**config.mk**
```make
export PLATFORM = sky130hd
export DESIGN_NAME = affinity_card_scheduler_core
export DESIGN_NICKNAME = d
export VERILOG_FILES = /design/src/rtl/acs_pkg.sv /design/src/rtl/acs_ram.sv /design/src/rtl/acs_grant.sv /design/src/rtl/affinity_card_scheduler_core.sv
export SDC_FILE = /design/constraint.sdc
export NUM_CORES = 1
export LEC_CHECK = 0
export ABC_AREA = 0
export BUFFER_PORTS_ARGS = -buffer_cell sky130_fd_sc_hd__buf_2
export CAP_MARGIN = 20
export CORE_UTILIZATION = 67
export CTS_CLUSTER_SIZE = 16
export DETAILED_ROUTE_END_ITERATION = 8
export MAX_ROUTING_LAYER = met4
export PLACE_DENSITY_LB_ADDON = 0.08
export SKIP_LAST_GASP = 1
export SLEW_MARGIN = 10
export SYNTH_ARGS = -nofsm -noshare
export SYNTH_HDL_FRONTEND = slang
export SYNTH_SLANG_ARGS = --single-unit
```
**constraint.sdc**
```tcl
create_clock -name clk -period 10.4 [get_ports clk]
set_clock_uncertainty 0.15 [all_clocks]
set_input_delay 0.52 -clock clk [delete_from_list [all_inputs] [get_ports clk]]
set_output_delay 0.52 -clock clk [all_outputs]
set_load 0.005 [all_outputs]
```
**src/rtl/acs_pkg.sv**
```systemverilog
// shared types, codes and defaults for the affinity card scheduler
package acs_pkg;

    localparam int QUEUE_DEPTH_DEF = 16;
    localparam int NUM_CARDS_DEF   = 8;
    localparam int USER_BITS_DEF   = 8;

    localparam logic [1:0] MODE_ENQUEUE   = 2'd0;
    localparam logic [1:0] MODE_SCHEDULE  = 2'd1;
    localparam logic [1:0] MODE_RESIDENCY = 2'd2;
    localparam logic [1:0] MODE_NOP       = 2'd3;

    localparam logic [2:0] STATUS_ENQUEUED = 3'd0;
    localparam logic [2:0] STATUS_DROPPED  = 3'd1;
    localparam logic [2:0] STATUS_GRANTED  = 3'd2;
    localparam logic [2:0] STATUS_NO_PLAN  = 3'd3;
    localparam logic [2:0] STATUS_RESIDENT = 3'd4;

    typedef struct packed {
        logic [1:0]  mode;
        logic [15:0] job_id;
        logic [7:0]  user_id;
        logic [3:0]  cards_needed;
        logic [7:0]  idle_mask;
        logic [2:0]  card_index;
        logic        resident_valid;
    } req_t;

    typedef struct packed {
        logic [2:0]  status;
        logic [15:0] granted_request;
        logic [7:0]  card_mask;
        logic [4:0]  queue_count;
    } rsp_t;

    typedef enum logic [1:0] {
        ST_IDLE,
        ST_SCAN,
        ST_WORK,
        ST_DONE
    } state_t;

endpackage

```
**src/rtl/acs_ram.sv**
```systemverilog
// generic single write port, single read port ram with registered read
module acs_ram #(
    parameter int WIDTH = 28,
    parameter int DEPTH = 16
) (
    input  logic                     clk,
    input  logic                     we,
    input  logic [$clog2(DEPTH)-1:0] waddr,
    input  logic [WIDTH-1:0]         wdata,
    input  logic [$clog2(DEPTH)-1:0] raddr,
    output logic [WIDTH-1:0]         rdata
);

    logic [WIDTH-1:0] mem [DEPTH];

    always_ff @(posedge clk)
    begin
        if (we)
        begin
            mem[waddr] <= wdata;
        end
        rdata <= mem[raddr];
    end

endmodule

```
**src/rtl/acs_grant.sv**
```systemverilog
// card picker: one card per cycle, resident-user matches first, lowest index first
module acs_grant #(
    parameter int CARDS = 8
) (
    input  logic             clk,
    input  logic             rst_n,
    input  logic             start,
    input  logic [CARDS-1:0] pref,
    input  logic [CARDS-1:0] rest,
    input  logic [3:0]       need,
    output logic [CARDS-1:0] mask,
    output logic             done
);

    logic [3:0]       need_reg;
    logic [3:0]       need_next;
    logic [CARDS-1:0] pref_reg;
    logic [CARDS-1:0] pref_next;
    logic [CARDS-1:0] rest_reg;
    logic [CARDS-1:0] rest_next;
    logic [CARDS-1:0] mask_reg;
    logic [CARDS-1:0] mask_next;
    logic [CARDS-1:0] pool;
    logic [CARDS-1:0] pick;

    // lowest set bit of the preferred pool, else of the rest
    assign pool = (pref_reg != '0) ? pref_reg : rest_reg;
    assign pick = pool & (~pool + CARDS'(1));

    always_comb
    begin
        need_next = need_reg;
        pref_next = pref_reg;
        rest_next = rest_reg;
        mask_next = mask_reg;
        if (start)
        begin
            need_next = need;
            pref_next = pref;
            rest_next = rest;
            mask_next = '0;
        end
        else if (need_reg != 4'd0)
        begin
            need_next = need_reg - 4'd1;
            pref_next = pref_reg & ~pick;
            rest_next = rest_reg & ~pick;
            mask_next = mask_reg | pick;
        end
    end

    always_ff @(posedge clk or negedge rst_n)
    begin
        if (!rst_n)
        begin
            need_reg <= 4'd0;
        end
        else
        begin
            need_reg <= need_next;
        end
    end

    always_ff @(posedge clk)
    begin
        pref_reg <= pref_next;
        rest_reg <= rest_next;
        mask_reg <= mask_next;
    end

    assign mask = mask_reg;
    assign done = (need_reg == 4'd0);

endmodule

```
**src/rtl/affinity_card_scheduler_core.sv**
```systemverilog
// Affinity-aware first-fit card scheduler. Enqueue, residency update and no-op beats go
// straight to the response stage after acceptance. A schedule beat scans the queue entries
// oldest first (one per cycle through the queue memory's read port); on a fit it moves the
// entries behind the granted one down (one per cycle), overlapped with the grant of the
// cards (one per cycle in the card picker); with no grant it ends after the scan, and it
// skips the scan when the queue or the idle mask is empty.
// The block takes no new beat until the current one has been handed to its response register,
// and is ready again the cycle after; a waiting response does not block acceptance of the
// next beat.
module affinity_card_scheduler_core #(
    parameter int QUEUE_DEPTH = acs_pkg::QUEUE_DEPTH_DEF,
    parameter int NUM_CARDS   = acs_pkg::NUM_CARDS_DEF,
    parameter int USER_BITS   = acs_pkg::USER_BITS_DEF
) (
    input  logic          clk,
    input  logic          rst_n,
    input  logic          req_valid,
    output logic          req_ready,
    input  acs_pkg::req_t req,
    output logic          rsp_valid,
    input  logic          rsp_ready,
    output acs_pkg::rsp_t rsp
);

    // only the cards the 8-bit idle mask can reach take part
    localparam int LIVE    = (NUM_CARDS < 8) ? NUM_CARDS : 8;
    localparam int ADDR_W  = $clog2(QUEUE_DEPTH);
    localparam int CNT_W   = $clog2(QUEUE_DEPTH + 1);
    localparam int ENTRY_W = 16 + USER_BITS + 4;

    acs_pkg::state_t state_reg;
    acs_pkg::state_t state_next;

    logic [CNT_W-1:0]     pcount_reg;
    logic [CNT_W-1:0]     pcount_next;
    logic [CNT_W-1:0]     idx_reg;
    logic [CNT_W-1:0]     idx_next;
    logic [LIVE-1:0]      idle_reg;
    logic [LIVE-1:0]      idle_next;
    logic [3:0]           nidle_reg;
    logic [3:0]           nidle_next;
    logic [3:0]           cards_reg;
    logic [3:0]           cards_next;
    logic [15:0]          gid_reg;
    logic [15:0]          gid_next;
    logic [2:0]           status_reg;
    logic [2:0]           status_next;
    logic                 rsp_valid_reg;
    logic                 rsp_valid_next;
    acs_pkg::rsp_t        rsp_reg;
    acs_pkg::rsp_t        rsp_next;

    logic                 res_valid_reg [LIVE];
    logic                 res_valid_next [LIVE];
    logic [USER_BITS-1:0] res_user_reg [LIVE];
    logic [USER_BITS-1:0] res_user_next [LIVE];

    logic                 req_fire;
    logic [USER_BITS+7:0] user_ext;
    logic [USER_BITS-1:0] req_user;
    logic [LIVE-1:0]      req_idle;
    logic [3:0]           req_nidle;

    logic                 ram_we;
    logic [ADDR_W-1:0]    ram_waddr;
    logic [ENTRY_W-1:0]   ram_wdata;
    logic [ENTRY_W-1:0]   ram_rdata;

    logic [3:0]           ent_cards;
    logic [USER_BITS-1:0] ent_user;
    logic [15:0]          ent_id;
    logic                 hit;
    logic                 scan_last;
    logic                 shift_done;
    logic [LIVE-1:0]      match;
    logic                 grant_start;
    logic [LIVE-1:0]      grant_mask;
    logic                 grant_done;

    assign req_ready = (state_reg == acs_pkg::ST_IDLE);
    assign req_fire  = req_valid && req_ready;

    assign user_ext = {USER_BITS'(0), req.user_id};
    assign req_user = user_ext[USER_BITS-1:0];
    assign req_idle = req.idle_mask[LIVE-1:0];

    always_comb
    begin
        req_nidle = 4'd0;
        for (int c = 0; c < LIVE; c++)
        begin
            req_nidle = req_nidle + {3'd0, req_idle[c]};
        end
    end

    assign ent_cards = ram_rdata[3:0];
    assign ent_user  = ram_rdata[USER_BITS+3:4];
    assign ent_id    = ram_rdata[ENTRY_W-1:USER_BITS+4];

    always_comb
    begin
        for (int c = 0; c < LIVE; c++)
        begin
            match[c] = res_valid_reg[c] && (res_user_reg[c] == ent_user);
        end
    end

    assign hit         = (ent_cards <= nidle_reg);
    assign scan_last   = ((idx_reg + CNT_W'(1)) == pcount_reg);
    assign shift_done  = (idx_reg >= pcount_reg);
    assign grant_start = (state_reg == acs_pkg::ST_SCAN) && hit;

    acs_ram #(
        .WIDTH (ENTRY_W),
        .DEPTH (QUEUE_DEPTH)
    ) u_queue (
        .clk   (clk),
        .we    (ram_we),
        .waddr (ram_waddr),
        .wdata (ram_wdata),
        .raddr (idx_next[ADDR_W-1:0]),
        .rdata (ram_rdata)
    );

    acs_grant #(
        .CARDS (LIVE)
    ) u_grant (
        .clk   (clk),
        .rst_n (rst_n),
        .start (grant_start),
        .pref  (idle_reg & match),
        .rest  (idle_reg & ~match),
        .need  (ent_cards),
        .mask  (grant_mask),
        .done  (grant_done)
    );

    // next state
    always_comb
    begin
        state_next = state_reg;
        unique case (state_reg)
            acs_pkg::ST_IDLE:
            begin
                if (req_fire)
                begin
                    if (req.mode == acs_pkg::MODE_SCHEDULE && pcount_reg != '0
                        && req_nidle != 4'd0)
                    begin
                        state_next = acs_pkg::ST_SCAN;
                    end
                    else
                    begin
                        state_next = acs_pkg::ST_DONE;
                    end
                end
            end
            acs_pkg::ST_SCAN:
            begin
                if (hit)
                begin
                    state_next = acs_pkg::ST_WORK;
                end
                else if (scan_last)
                begin
                    state_next = acs_pkg::ST_DONE;
                end
            end
            acs_pkg::ST_WORK:
            begin
                if (shift_done && grant_done)
                begin
                    state_next = acs_pkg::ST_DONE;
                end
            end
            acs_pkg::ST_DONE:
            begin
                if (!rsp_valid_reg || rsp_ready)
                begin
                    state_next = acs_pkg::ST_IDLE;
                end
            end
            default:
            begin
                state_next = acs_pkg::ST_IDLE;
            end
        endcase
    end

    // datapath and outputs
    always_comb
    begin
        pcount_next    = pcount_reg;
        idx_next       = idx_reg;
        idle_next      = idle_reg;
        nidle_next     = nidle_reg;
        cards_next     = cards_reg;
        gid_next       = gid_reg;
        status_next    = status_reg;
        rsp_valid_next = rsp_valid_reg;
        rsp_next       = rsp_reg;
        ram_we         = 1'b0;
        ram_waddr      = pcount_reg[ADDR_W-1:0];
        ram_wdata      = {req.job_id, req_user, req.cards_needed};
        for (int c = 0; c < LIVE; c++)
        begin
            res_valid_next[c] = res_valid_reg[c];
            res_user_next[c]  = res_user_reg[c];
        end

        if (rsp_valid_reg && rsp_ready)
        begin
            rsp_valid_next = 1'b0;
        end

        unique case (state_reg)
            acs_pkg::ST_IDLE:
            begin
                if (req_fire)
                begin
                    unique case (req.mode)
                        acs_pkg::MODE_ENQUEUE:
                        begin
                            if (pcount_reg == CNT_W'(QUEUE_DEPTH))
                            begin
                                status_next = acs_pkg::STATUS_DROPPED;
                            end
                            else
                            begin
                                ram_we      = 1'b1;
                                pcount_next = pcount_reg + CNT_W'(1);
                                status_next = acs_pkg::STATUS_ENQUEUED;
                            end
                        end
                        acs_pkg::MODE_SCHEDULE:
                        begin
                            idx_next    = '0;
                            idle_next   = req_idle;
                            nidle_next  = req_nidle;
                            status_next = acs_pkg::STATUS_NO_PLAN;
                        end
                        acs_pkg::MODE_RESIDENCY:
                        begin
                            for (int c = 0; c < LIVE; c++)
                            begin
                                if (req.card_index == 3'(c))
                                begin
                                    res_valid_next[c] = req.resident_valid;
                                    res_user_next[c]  = req_user;
                                end
                            end
                            status_next = acs_pkg::STATUS_RESIDENT;
                        end
                        acs_pkg::MODE_NOP:
                        begin
                            status_next = acs_pkg::STATUS_NO_PLAN;
                        end
                        default:
                        begin
                            status_next = acs_pkg::STATUS_NO_PLAN;
                        end
                    endcase
                end
            end
            acs_pkg::ST_SCAN:
            begin
                // one queue entry per cycle, oldest first
                idx_next = idx_reg + CNT_W'(1);
                if (hit)
                begin
                    gid_next    = ent_id;
                    cards_next  = ent_cards;
                    status_next = acs_pkg::STATUS_GRANTED;
                end
            end
            acs_pkg::ST_WORK:
            begin
                // close the gap: entry idx moves to idx-1 while the picker runs
                if (!shift_done)
                begin
                    ram_we    = 1'b1;
                    ram_waddr = ADDR_W'(idx_reg - CNT_W'(1));
                    ram_wdata = ram_rdata;
                    idx_next  = idx_reg + CNT_W'(1);
                end
                else if (grant_done)
                begin
                    pcount_next = pcount_reg - CNT_W'(1);
                end
            end
            acs_pkg::ST_DONE:
            begin
                if (!rsp_valid_reg || rsp_ready)
                begin
                    rsp_valid_next           = 1'b1;
                    rsp_next.status          = status_reg;
                    rsp_next.granted_request =
                        (status_reg == acs_pkg::STATUS_GRANTED) ? gid_reg : 16'd0;
                    rsp_next.card_mask       =
                        (status_reg == acs_pkg::STATUS_GRANTED) ? 8'(grant_mask) : 8'd0;
                    rsp_next.queue_count     = 5'(pcount_reg);
                end
            end
            default:
            begin
                idx_next = idx_reg;
            end
        endcase
    end

    always_ff @(posedge clk or negedge rst_n)
    begin
        if (!rst_n)
        begin
            state_reg     <= acs_pkg::ST_IDLE;
            pcount_reg    <= '0;
            rsp_valid_reg <= 1'b0;
            for (int c = 0; c < LIVE; c++)
            begin
                res_valid_reg[c] <= 1'b0;
            end
        end
        else
        begin
            state_reg     <= state_next;
            pcount_reg    <= pcount_next;
            rsp_valid_reg <= rsp_valid_next;
            for (int c = 0; c < LIVE; c++)
            begin
                res_valid_reg[c] <= res_valid_next[c];
            end
        end
    end

    always_ff @(posedge clk)
    begin
        idx_reg    <= idx_next;
        idle_reg   <= idle_next;
        nidle_reg  <= nidle_next;
        cards_reg  <= cards_next;
        gid_reg    <= gid_next;
        status_reg <= status_next;
        rsp_reg    <= rsp_next;
        for (int c = 0; c < LIVE; c++)
        begin
            res_user_reg[c] <= res_user_next[c];
        end
    end

    assign rsp_valid = rsp_valid_reg;
    assign rsp       = rsp_reg;

    // queue never holds more than its depth
    assert property (@(posedge clk) disable iff (!rst_n)
        pcount_reg <= CNT_W'(QUEUE_DEPTH))
    else $error("queue count beyond depth");

    // a scan only starts on a non-empty queue
    assert property (@(posedge clk) disable iff (!rst_n)
        state_reg == acs_pkg::ST_SCAN |-> pcount_reg != '0)
    else $error("scan of empty queue");

    // granted cards are idle and exactly as many as the request needs
    assert property (@(posedge clk) disable iff (!rst_n)
        (state_reg == acs_pkg::ST_WORK && grant_done)
        |-> ((grant_mask & ~idle_reg) == '0
             && $countones(grant_mask) == int'(cards_reg)))
    else $error("grant mask wrong");

    // a grant removes exactly one entry
    assert property (@(posedge clk) disable iff (!rst_n)
        (state_reg == acs_pkg::ST_WORK && shift_done && grant_done)
        |=> pcount_reg == $past(pcount_reg) - CNT_W'(1))
    else $error("grant did not remove one entry");

endmodule
```
# After elaboration in Yosys (flattened, before gate mapping)
# Memory sizes are Yosys's and may differ from the RTL's. A register that Yosys moved wholly into a read port is not among the register bits.
# Cells that the tools add are included.
# op_classes
addsub	13
n_lt_le_gt_ge	2
eq_ne	35
mux	54
n_bitwise	9
n_reduce_logical	44
# ops
op	count
$mux W64	3
$mux W8	13
$eq A8 B8 Y1	8
$mux W28	2
$and A8 B8 Y8	5
$mux W5	8
$reduce_and A4 Y1	10
$not A8 Y8	3
$add A4 B1 Y4	4
$mux W4	4
$pmux W5 S3	1
$logic_and A1 B1 Y1	14
$ne A2 B2 Y1 const B	7
$eq A3 B3 Y1 const B	4
$mux W2	6
$add A5 B1 Y5 const B	2
$mux W1	10
$pmux W5 S2	1
$eq A3 B2 Y1 const B	3
$pmux W3 S3	1
$add A8 B1 Y8 const B	1
$eq A2 B2 Y1 const B	4
$or A8 B8 Y8	1
$pmux W2 S4	1
30 further kinds	41
# word_totals
reg_bits	112
ramBits	512
word_cells	184
n_memories	2
# memory_table
memory	depth	width	rd	rd_clocked_by_memory_dff	write_ports	line_no	source
u_queue.mem	16	28	1	1	1	acs_ram.sv:14	logic [WIDTH-1:0] mem [DEPTH];
res_user_reg	8	8	8	0	8	affinity_card_scheduler_core.sv:55	logic [USER_BITS-1:0] res_user_reg [LIVE];

# Depth between registers and ports, before layout
# Gate-level depths: netlist (run 1).
# logic_depth
word_depth	12
mapped_depth	14
mapped_depth_nobuf	14

# By module
# A second synthesis (run 1) with hierarchy kept.
# hier_totals
cells_unflattened	1391
area_unflattened_um2	26057.5
# by_module_without_submodules
mod	n_inst	cells_each	area_each_um2
acs_ram	1	735	17523.1
affinity_card_scheduler_core	1	497	7010.5
acs_grant	1	159	1524.0

# Least setup slack after synthesis (run 1)
# No wires, ideal clock.
# synth_path
kind	reg2reg
startpoint	register idx_reg[0]
endpoint	memory u_queue.mem[0][0] (enable)
arrival_ps	3530
required_ps	9837
slack_ps	6307
path_stages_with_launch	12
n_path_buf	3
path_cell_list	dfxtp_1 -> clkbuf_1 -> inv_1 -> ha_1 -> nor2b_1 -> o21ai_1 -> a31oi_1 -> and2_1 -> clkbuf_1 -> clkbuf_1 -> a31oi_1 -> nor2_1
# synth_between
elab_chain_len	5
# synth_lines
element	line_no	source
start, declared	affinity_card_scheduler_core.sv:36	logic [CNT_W-1:0] idx_reg;
start signal, assigned	affinity_card_scheduler_core.sv:337	idx_reg <= idx_next;
$ge A5 B5 Y1	affinity_card_scheduler_core.sv:110	assign shift_done = (idx_reg >= pcount_reg);
$mux W1	affinity_card_scheduler_core.sv:279	if (!shift_done)
$pmux W1 S2	affinity_card_scheduler_core.sv:216	unique case (state_reg)
$mux W1	acs_ram.sv:18	if (we)
$mux W1 (implied by the code)	acs_ram.sv:20	mem[waddr] <= wdata;
end, declared	acs_ram.sv:14	
# Several ways; a longest one is shown, not always the timed one.

# Final worst setup path (run 1)
# layout_path
startpoint	register idx_reg[0]
endpoint	register u_queue.rdata[3], read port of u_queue.mem
# layout_between
elab_chain_len	3
# layout_lines
element	line_no	source
$add A5 B1 Y5 (tied with other cells)	affinity_card_scheduler_core.sv:268, affinity_card_scheduler_core.sv:284	
$mux W5, on equally long branches	affinity_card_scheduler_core.sv:279, affinity_card_scheduler_core.sv:219	
$pmux W5 S3 *	affinity_card_scheduler_core.sv:216	
end, declared	acs_ram.sv:11	output logic [WIDTH-1:0] rdata
# Every way passes the cells marked *; elsewhere a longest branch is shown, timed or not. The select of a mux whose other input is x is not followed.
# A chain may end at the register's enable or synchronous reset.

==> results of run 1 <==
cells in the final DEF (no fill, tap or decap), drive strengths merged, types with 13 or more instances in the layout:
cell type    n
edfxtp     592
buf        120
mux2i      114
nor4b      114
a211oi     113
clkbuf      90
mux2        65
xnor2       53
nor2        52
inv         51
dfxtp       40
o21a        35
a32o        29
a2bb2oi     29
a2111oi     29
xor2        28
and2        28
nand2       26
a21oi       25
ha          23
clkinv      23
nand3       21
dfrtp       20
nor3        20
o21ai       13
cell families after synthesis:
logic type | after synthesis | synth area share [%]
AOI/OAI and AO/OA | 314 | 9.445
buffers and inverters | 164 | 2.502
and+or+nand+nor | 316 | 7.455
DFF | 652 | 69.74
xor gates and xnor gates | 81 | 2.593
muxes | 179 | 6.847
adders and majority gates | 28 | 1.418
worst max-delay path by stage:
| stage | slack (ns) | end | from |
|---|---|---|---|
| floorplan | 6.31 | u_queue.mem[0][0] | idx_reg[0] |
| global placement | 5.83 | u_queue.rdata[3] | idx_reg[0] |
| detailed placement | 5.69 | u_queue.rdata[3] | idx_reg[0] |
| CTS | 5.64 | u_queue.rdata[7] | idx_reg[0] |
| global route | 5.35 | u_queue.rdata[10] | idx_reg[0] |
| finish | 5.55 | u_queue.rdata[3] | idx_reg[0] |
power breakdown:
part,leakage (nW),internal [mW],switching (mW)
Clock,1.00,1.30,0.950
Combinational,3.43,1.65,2.71
Sequential,5.98,3.58,0.313
Total,10.4,6.52,3.97
stage by stage:
step / hold slack [ns] / util [%] / instances / total power, mW
final: 0.1326 / 76.61 / 2397 / 10.50
after global routing: 0.1284 / 76.61 / 2397 / 10.97
after CTS: 0.1012 / 76.36 / 2385 / 10.49
after detailed placement: 0.2954 / 71.01 / 2258 / 8.229
after global placement: 0.2743 / 70.93 / 2256 / 8.083
after floorplan: 0.07441 / - / 1734 / 6.984
per-layer routing:
metal,vias up,global-route usage [%]
met3,176,6.967
li1,7060,-
met4,0,13.81
met1,8120,42.60
met5,-,-
met2,849,49.95
critical path, cell delays in order (launching register included):
cell and delay, ns:
dfxtp_1 0.59, inv_1 0.21, ha_1 0.35, nor2b_1 0.06, o21ai_1 0.40, a311oi_4 0.14, buf_4 0.34, nor3_4 0.33
clkinv_2 0.76, buf_4 0.62, a211oi_1 0.34, a2bb2oi_1 0.24, a2111oi_2 0.06
timing repair:
action / CTS / global route
endpoints found under the setup margin: 0 / 0
buffers inserted: 0 / 0
hold buffers: 9 / 0
resized for setup: 0 / 0
endpoints found under the hold margin: 28 / 0
cell type report:
cell class / instances / area [um^2]
clock buffer: 89 / 1809
sequential: 652 / 19080
fill: 2311 / 9359
clock inverter: 29 / 240.2
tap: 525 / 656.9
timing repair buffer: 130 / 868.3
multi-input combinational: 918 / 7797
inverter: 48 / 181.4
antenna: 6 / 15.01
==> impl_metrics.tcl, run 1 <==
set metrics [dict create \
    status "completed" \
    min_path_cells 1 \
    setup_ws_ns 5.546 \
    layout-area-overhead-vs-synth_pct 12.03 \
    yosysTopAreaCellShare_pct 64.98 \
    h-tree-depth 3 \
    grt_pass1_wl_um 96390 \
    antenna_found_initial 8 \
    yosysSeqAreaShare_pct 69.74 \
    initial_core_util_pct 68.38 \
    ant_nets 0 \
    final_area_mm2 0.03065 \
    min_period_ns 4.854 \
    root_buffer "clkbuf_16" \
    synthesis.area_mm2 0.02736 \
    cts_tree "done" \
    viasPerCell 6.761 \
    dpl-instance-area_mm2 0.02841 \
    dp_slack_ns 5.690 \
    synth_cells 1734 \
    core_region_area_mm2 0.04001 \
    whs_endpoint "res_user_reg[1][24]" \
    clock_latency_ns 0.59 \
    fmax_mhz 206.0 \
    nets 1890 \
    worstReg2RegStart "idx_reg[0]" \
    yosys.area.top_type "edfxtp_1" \
    syn-mean-instance-area_um2 15.78 \
    post-route-period-util_pct 46.67 \
    ir_worst_vdd_v 0.0004241 \
    grt_pass1_vias 16048 \
    critical_path_class "register to register" \
    die_height_um 204.1 \
    drtPass1Iterations 5 \
    drive_gt1_share_pct 17.95 \
    gp_congestion 0.8762 \
    rsz0062_at_grt "false" \
    slew_headroom_pct 24.07 \
    ys_types 60 \
    tightest_slew_ns 1.136 \
    clock_sinks 652 \
    drtIter0Drc 1562 \
    grt_max_degree 113 \
    synth_seq_cells 652 \
    io_pins 80 \
    overflow 0 \
    finalHoldViolCount 0 \
    wl_met3_um 6015 \
    endpoint_kind "register" \
    async_flop_share_pct 3.067 \
    cap_violations 0 \
    dr_wl_met2_um 30460 \
    drc 0 \
    rows 73 \
    top_layer_used "met4" \
    hpwl_um 35040 \
    wire_per_inst_um 26.75 \
    synthTopCellsByCount "592 x edfxtp_1, 114 x mux2i_1, 114 x nor4b_1" \
    synthTopCellsByArea "edfxtp_1 65%, mux2i_1 4.2%, nor4b_1 3.6%" \
    ff2ff_path_depth 12 \
    die_w_um 204.1 \
    r2r_end "u_queue.rdata[3]" \
    r2r_slack_ns 5.55 \
    ys_warn_count 0 \
    hold_class "input port to register" \
    power.density_mw_per_mm2 342.6 \
    critical_path.max_fanout 61 \
    post-synth-top-count-cell "edfxtp_1" \
    m1WireLength_um 25190 \
    vias 16205 \
    drv_slew 0 \
    tns_ns 0 \
    holdCritStartpoint "req[16]" \
    numCtsBuffers 66 \
    required_ns 10.67 \
    synth_nets 1808 \
    start_kind "register" \
    grt_use_total_pct 32.58 \
    worstPathArrival_ns 5.13 \
    portBuffers 79 \
    wl_um 64110 \
    synth_edf_count 592 \
    synth_ff_type "edfxtp_1" \
    clkTransAtPathRegs_ns 0.06 \
    p_leak_nw 10.41 \
    finalSetupViolations 0 \
    largest_reg_flops 448 \
    cts.path.max_buffers 3 \
    die_area_mm2 0.04164 \
]
Note: power is estimated with default switching activity, not from simulation.
==> run 2: changes to the inputs <==
- CORE_UTILIZATION: 67 -> 56
- clock period: 10.4 -> 4.1 ns (I/O delays scaled with it)
==> run 2 against run 1 <==
Critical path depth shrank 3. First-iteration DRC count rose by 2.4%. Non-clock buffer count is 60 higher. Power increased to 2.6 times the previous value. Flip-flop and latch count did not move. Clock-buffer cell count unchanged. Utilization shrank 11 points. Via count barely moved. Critical path type unchanged. Critical endpoint is now u_queue.rdata[0]. Largest cell class unchanged. Highest routed layer unchanged.
==> impl_metrics.tcl, run 2 (synthesis results as in run 1) <==
set metrics [dict create \
    h-tree-depth 3 \
    ff2ff_path_depth 9 \
    grt_pass1_wl_um 101400 \
    setup_ws_ns 0.3354 \
    required_ns 4.42 \
    fmax_mhz 265.6 \
    overflow 0 \
    startpoint "state_reg[0]" \
    critical_path.max_fanout 44 \
    rsz0062_at_grt "false" \
    grt_use_total_pct 28.42 \
    finalSetupViolations 0 \
    drv_slew 0 \
    drtIter0Drc 1599 \
    ir_worst_vdd_v 0.0008452 \
    cts.path.max_buffers 3 \
    cap_violations 0 \
    largest_reg_flops 448 \
    worstPathArrival_ns 4.08 \
    finalPower_mw 27.58 \
    clkTransAtPathRegs_ns 0.06 \
    r2r_end "u_queue.rdata[0]" \
    vias 16214 \
    worstReg2RegStart "state_reg[0]" \
    cts_tree "done" \
    hpwl_um 38300 \
    antenna_cells 0 \
    drive_gt1_share_pct 19.87 \
    gp_congestion 0.8498 \
    r2r_slack_ns 0.34 \
    dr_wl_met2_um 32420 \
    tightest_slew_ns 1.123 \
    clock_sinks 652 \
    endpoint_kind "register" \
    core_region_area_mm2 0.04795 \
    dpl-instance-area_mm2 0.02908 \
    antenna_found_initial 0 \
    nets 1952 \
    top_layer_used "met4" \
    wl_met3_um 4007 \
    viasPerCell 6.363 \
    clock_latency_ns 0.60 \
    finalHoldViolCount 0 \
    wire_per_inst_um 26.48 \
    layout-area-overhead-vs-synth_pct 15.45 \
    die_w_um 223.0 \
    post-route-period-util_pct 91.82 \
    min_period_ns 3.765 \
    ant_nets 0 \
    critical_path_class "register to register" \
    rows 80 \
    root_buffer "clkbuf_16" \
    die_height_um 223.0 \
    hold_class "input port to register" \
    dp_slack_ns 0.3258 \
    final_area_mm2 0.03158 \
    cts_resized 0 \
    portBuffers 79 \
    m1WireLength_um 28610 \
    die_area_mm2 0.04974 \
    p_leak_nw 10.83 \
    drtPass1Iterations 5 \
    start_kind "register" \
    initial_core_util_pct 57.06 \
    grt_max_degree 113 \
    grt_pass1_vias 16342 \
    wl_um 67470 \
    power.density_mw_per_mm2 873.1 \
    status "completed" \
    numCtsBuffers 68 \
    final_cell_mix "592 x edfxtp_1, 114 x mux2i_1, 114 x nor4b_1, 113 x a211oi_1, 79 x buf_2" \
    final_common_cell "edfxtp_1" \
    io_pins 80 \
    setup.worst_path.end "u_queue.rdata[0]" \
    whs_ns 0.01615 \
    drc 0 \
    slew_headroom_pct 25.12 \
    tns_ns 0 \
]
run 2: cell count changes in the layout (fill, tap and decap cells not counted), moves of 2 or more:
cell,before,now
buf_4,35,58
dlygate4sd3_1,9,31
buf_12,1,22
diode_2,6,0
clkinv_2,7,12
clkbuf_1,17,13
buf_16,3,0
clkbuf_16,67,70
buf_2,81,79
clkinv_1,14,16
run 2: area by class of cell:
cell class / instances / area, um^2
sequential: 652 / 19080
fill: 3303 / 16360
inverter: 48 / 181.4
timing repair buffer: 190 / 1582
multi-input combinational: 918 / 7799
clock inverter: 36 / 291.5
clock buffer: 89 / 1883
tap: 615 / 769.5
run 2: power by group:
part | total, mW | internal (mW) | switching [mW]
Clock | 5.99 | 3.50 | 2.49
Combinational | 11.9 | 4.66 | 7.27
Sequential | 9.66 | 9.07 | 0.587
Total | 27.6 | 17.2 | 10.3
run 2: worst max-delay path, stage by stage (launching register included):
cell	delay [ns]
dfrtp_1	0.44
inv_1	0.12
ha_1	0.43
nor2b_1	0.23
nand2_1	0.14
o21ai_1	0.66
a22o_2	0.33
buf_12	0.28
mux2_2	0.38
a2111oi_1	0.44
run 2: how the worst min path moves through the flow:
stage | start | end | cells past startpoint
after floorplan | rst_n | pcount_reg[0] | 0
after global placement | rst_n | res_valid_reg[2] | 1
after detailed placement | rst_n | res_valid_reg[7] | 1
after CTS | req[36] | u_queue.mem[7][24] | 2
after global routing | req[39] | u_queue.mem[9][27] | 2
final | req[12] | u_queue.mem[6][0] | 2
run 2: layer usage:
layer	track usage (%)	vias up
li1	-	7190
met1	37.71	8253
met2	44.58	623
met3	4.359	148
met4	10.75	0
met5	-	-
run 2: timing repair:
action | CTS | global route
hold endpoints to repair | 217 | 0
buffers inserted | 0 | 0
hold buffers | 32 | 0
run 2: per-stage QoR:
step           std cells  utilization (%)
3_5_place_dp        2391            60.65
4_1_cts             2548            65.87
5_1_grt             2548            65.87
2_1_floorplan       1734                -
3_3_place_gp        2391            60.65
6_report            2548            65.87
==> run 3: changes to the inputs <==
- CELL_PAD_IN_SITES_DETAIL_PLACEMENT: unset -> 0
- CELL_PAD_IN_SITES_GLOBAL_PLACEMENT: unset -> 1
- CORE_UTILIZATION: 56 -> 48
==> run 3 against run 2 <==
Die area up 17%. Clock power grew 4.7%. Power up 0.75%. Sequential power about the same. Critical path depth increased by 2. Setup slack improved by 0.018 ns. Sequential share of layout area is 0.67 points lower. Cell area is 1.1% higher. Worst hold slack better by 0.0041 ns. Largest cell class unchanged.
==> impl_metrics.tcl, run 3 (synthesis results as in run 1) <==
set metrics [dict create \
    tns_ns 0 \
    setup_ws_ns 0.3534 \
    grt_max_degree 113 \
    fmax_mhz 266.9 \
    clock_sinks 652 \
    rsz0062_at_grt "false" \
    wire_per_inst_um 25.62 \
    intPower_mw 17.33 \
    post_cts_buffers 0 \
    ant_nets 0 \
    min_period_ns 3.747 \
    hpwl_um 38480 \
    io_pins 80 \
    viasPerCell 5.907 \
    pwr-share-clk_pct 22.6 \
    endpoint_kind "register" \
    final_util_pct 56.65 \
    cap_violations 0 \
    largest_reg_flops 448 \
    rows 87 \
    ir_worst_vdd_v 0.0007485 \
    wl_um 69210 \
    power.density_mw_per_mm2 869.9 \
    required_ns 4.42 \
    combPwrFrac_pct 42.6 \
    vias 15956 \
    swShare_pct 37.62 \
    initial_core_util_pct 48.52 \
    post-route-period-util_pct 91.38 \
    drive_gt1_share_pct 19.95 \
    grt_pass1_wl_um 102600 \
    top_layer_used "met4" \
    portBuffers 79 \
    die_height_um 240.7 \
    root_buffer "clkbuf_16" \
    min_path_cells 2 \
    hold_class "input port to register" \
    place_inst 2528 \
    die_area_mm2 0.05795 \
    switchingPower_mw 10.45 \
    drtPass1Iterations 8 \
    dp_slack_ns 0.2252 \
    whs_ns 0.02022 \
    h-tree-depth 3 \
    final_common_cell "edfxtp_1" \
    finalHoldViolCount 0 \
    tightest_slew_ns 1.085 \
    clkTransAtPathRegs_ns 0.05 \
    cts_tree "done" \
    m1WireLength_um 31440 \
    critical_path.max_fanout 19 \
    final_cell_mix "592 x edfxtp_1, 114 x mux2i_1, 114 x nor4b_1, 113 x a211oi_1, 79 x buf_2" \
    core_region_area_mm2 0.05639 \
    dpl-instance-area_mm2 0.02923 \
    drc 0 \
    dr_wl_met2_um 32960 \
    worstPathArrival_ns 4.07 \
    die_w_um 240.7 \
    finalSetupViolations 0 \
    antenna_found_initial 0 \
    drv_slew 0 \
    grt_pass1_vias 15962 \
    numCtsBuffers 72 \
    wl_met3_um 3044 \
    p_leak_nw 10.90 \
    clock_latency_ns 0.62 \
    layout-area-overhead-vs-synth_pct 16.76 \
    antenna_cells 0 \
    ff2ff_path_depth 11 \
    critical_path_class "register to register" \
    fin_cells 2701 \
    slew_headroom_pct 27.69 \
    final_area_mm2 0.03194 \
    status "completed" \
    power.share.sequential_pct 34.9 \
    drtIter0Drc 1107 \
    gp_congestion 0.8046 \
    cts.path.max_buffers 3 \
    finalPower_mw 27.78 \
    grt_use_total_pct 25.06 \
    start_kind "register" \
    nets 1960 \
    overflow 0 \
]
-- run 3: power by group through the flow --
stage | logic [mW] | registers, mW | clock network (mW)
final | 11.8 | 9.69 | 6.27
after global routing | 12.7 | 9.78 | 6.63
after CTS | 11.9 | 9.69 | 6.39
after detailed placement | 11.8 | 9.82 | 0
after global placement | 11.6 | 9.81 | 0
after floorplan | 8.23 | 9.49 | 0
-- run 3: metal layers --
| layer | up-vias | track usage, % |
|---|---|---|
| li1 | 7200 | - |
| met1 | 8204 | 34.18 |
| met2 | 439 | 39.09 |
| met3 | 113 | 3.843 |
| met4 | 0 | 7.269 |
| met5 | - | - |
-- run 3: worst max-delay path, cell delays in order, from the launching register on --
cell       delay (ns)
dfrtp_1          0.40
inv_1            0.11
ha_1             0.40
a21o_1           0.22
a221oi_2         0.43
a21oi_4          0.14
nor3_4           0.31
buf_12           0.22
buf_4            0.36
mux2i_1          0.12
mux2_2           0.27
a2111oi_1        0.44
-- run 3: timing repair --
action                                  CTS  global route
endpoints found under the setup margin    0             1
endpoints found under the hold margin   343             0
gates resized for setup                   0             1
hold buffers                             38             0
-- run 3: path summary, 6_finish.rpt --
kind	startpoint	endpoint	slack, ns
max	pcount_reg[4]	u_queue.rdata[1]	0.35
min	req[38]	u_queue.mem[15][26]	0.02
max reg2reg	pcount_reg[4]	u_queue.rdata[1]	0.35
min reg2reg	u_queue.rdata[13]	gid_reg[1]	0.30
max in group asynchronous	rst_n	pcount_reg[2]	2.98
min in group asynchronous	rst_n	res_valid_reg[7]	0.39
-- run 3: final cells by class --
class / count / area (um^2)
Fill cell: 4518 / 24450
Sequential cell: 652 / 19080
Multi-Input combinational cell: 918 / 7819
Clock buffer: 100 / 1988
Timing Repair Buffer: 194 / 1612
Tap cell: 756 / 945.9
Clock inverter: 33 / 316.6
Inverter: 48 / 181.4
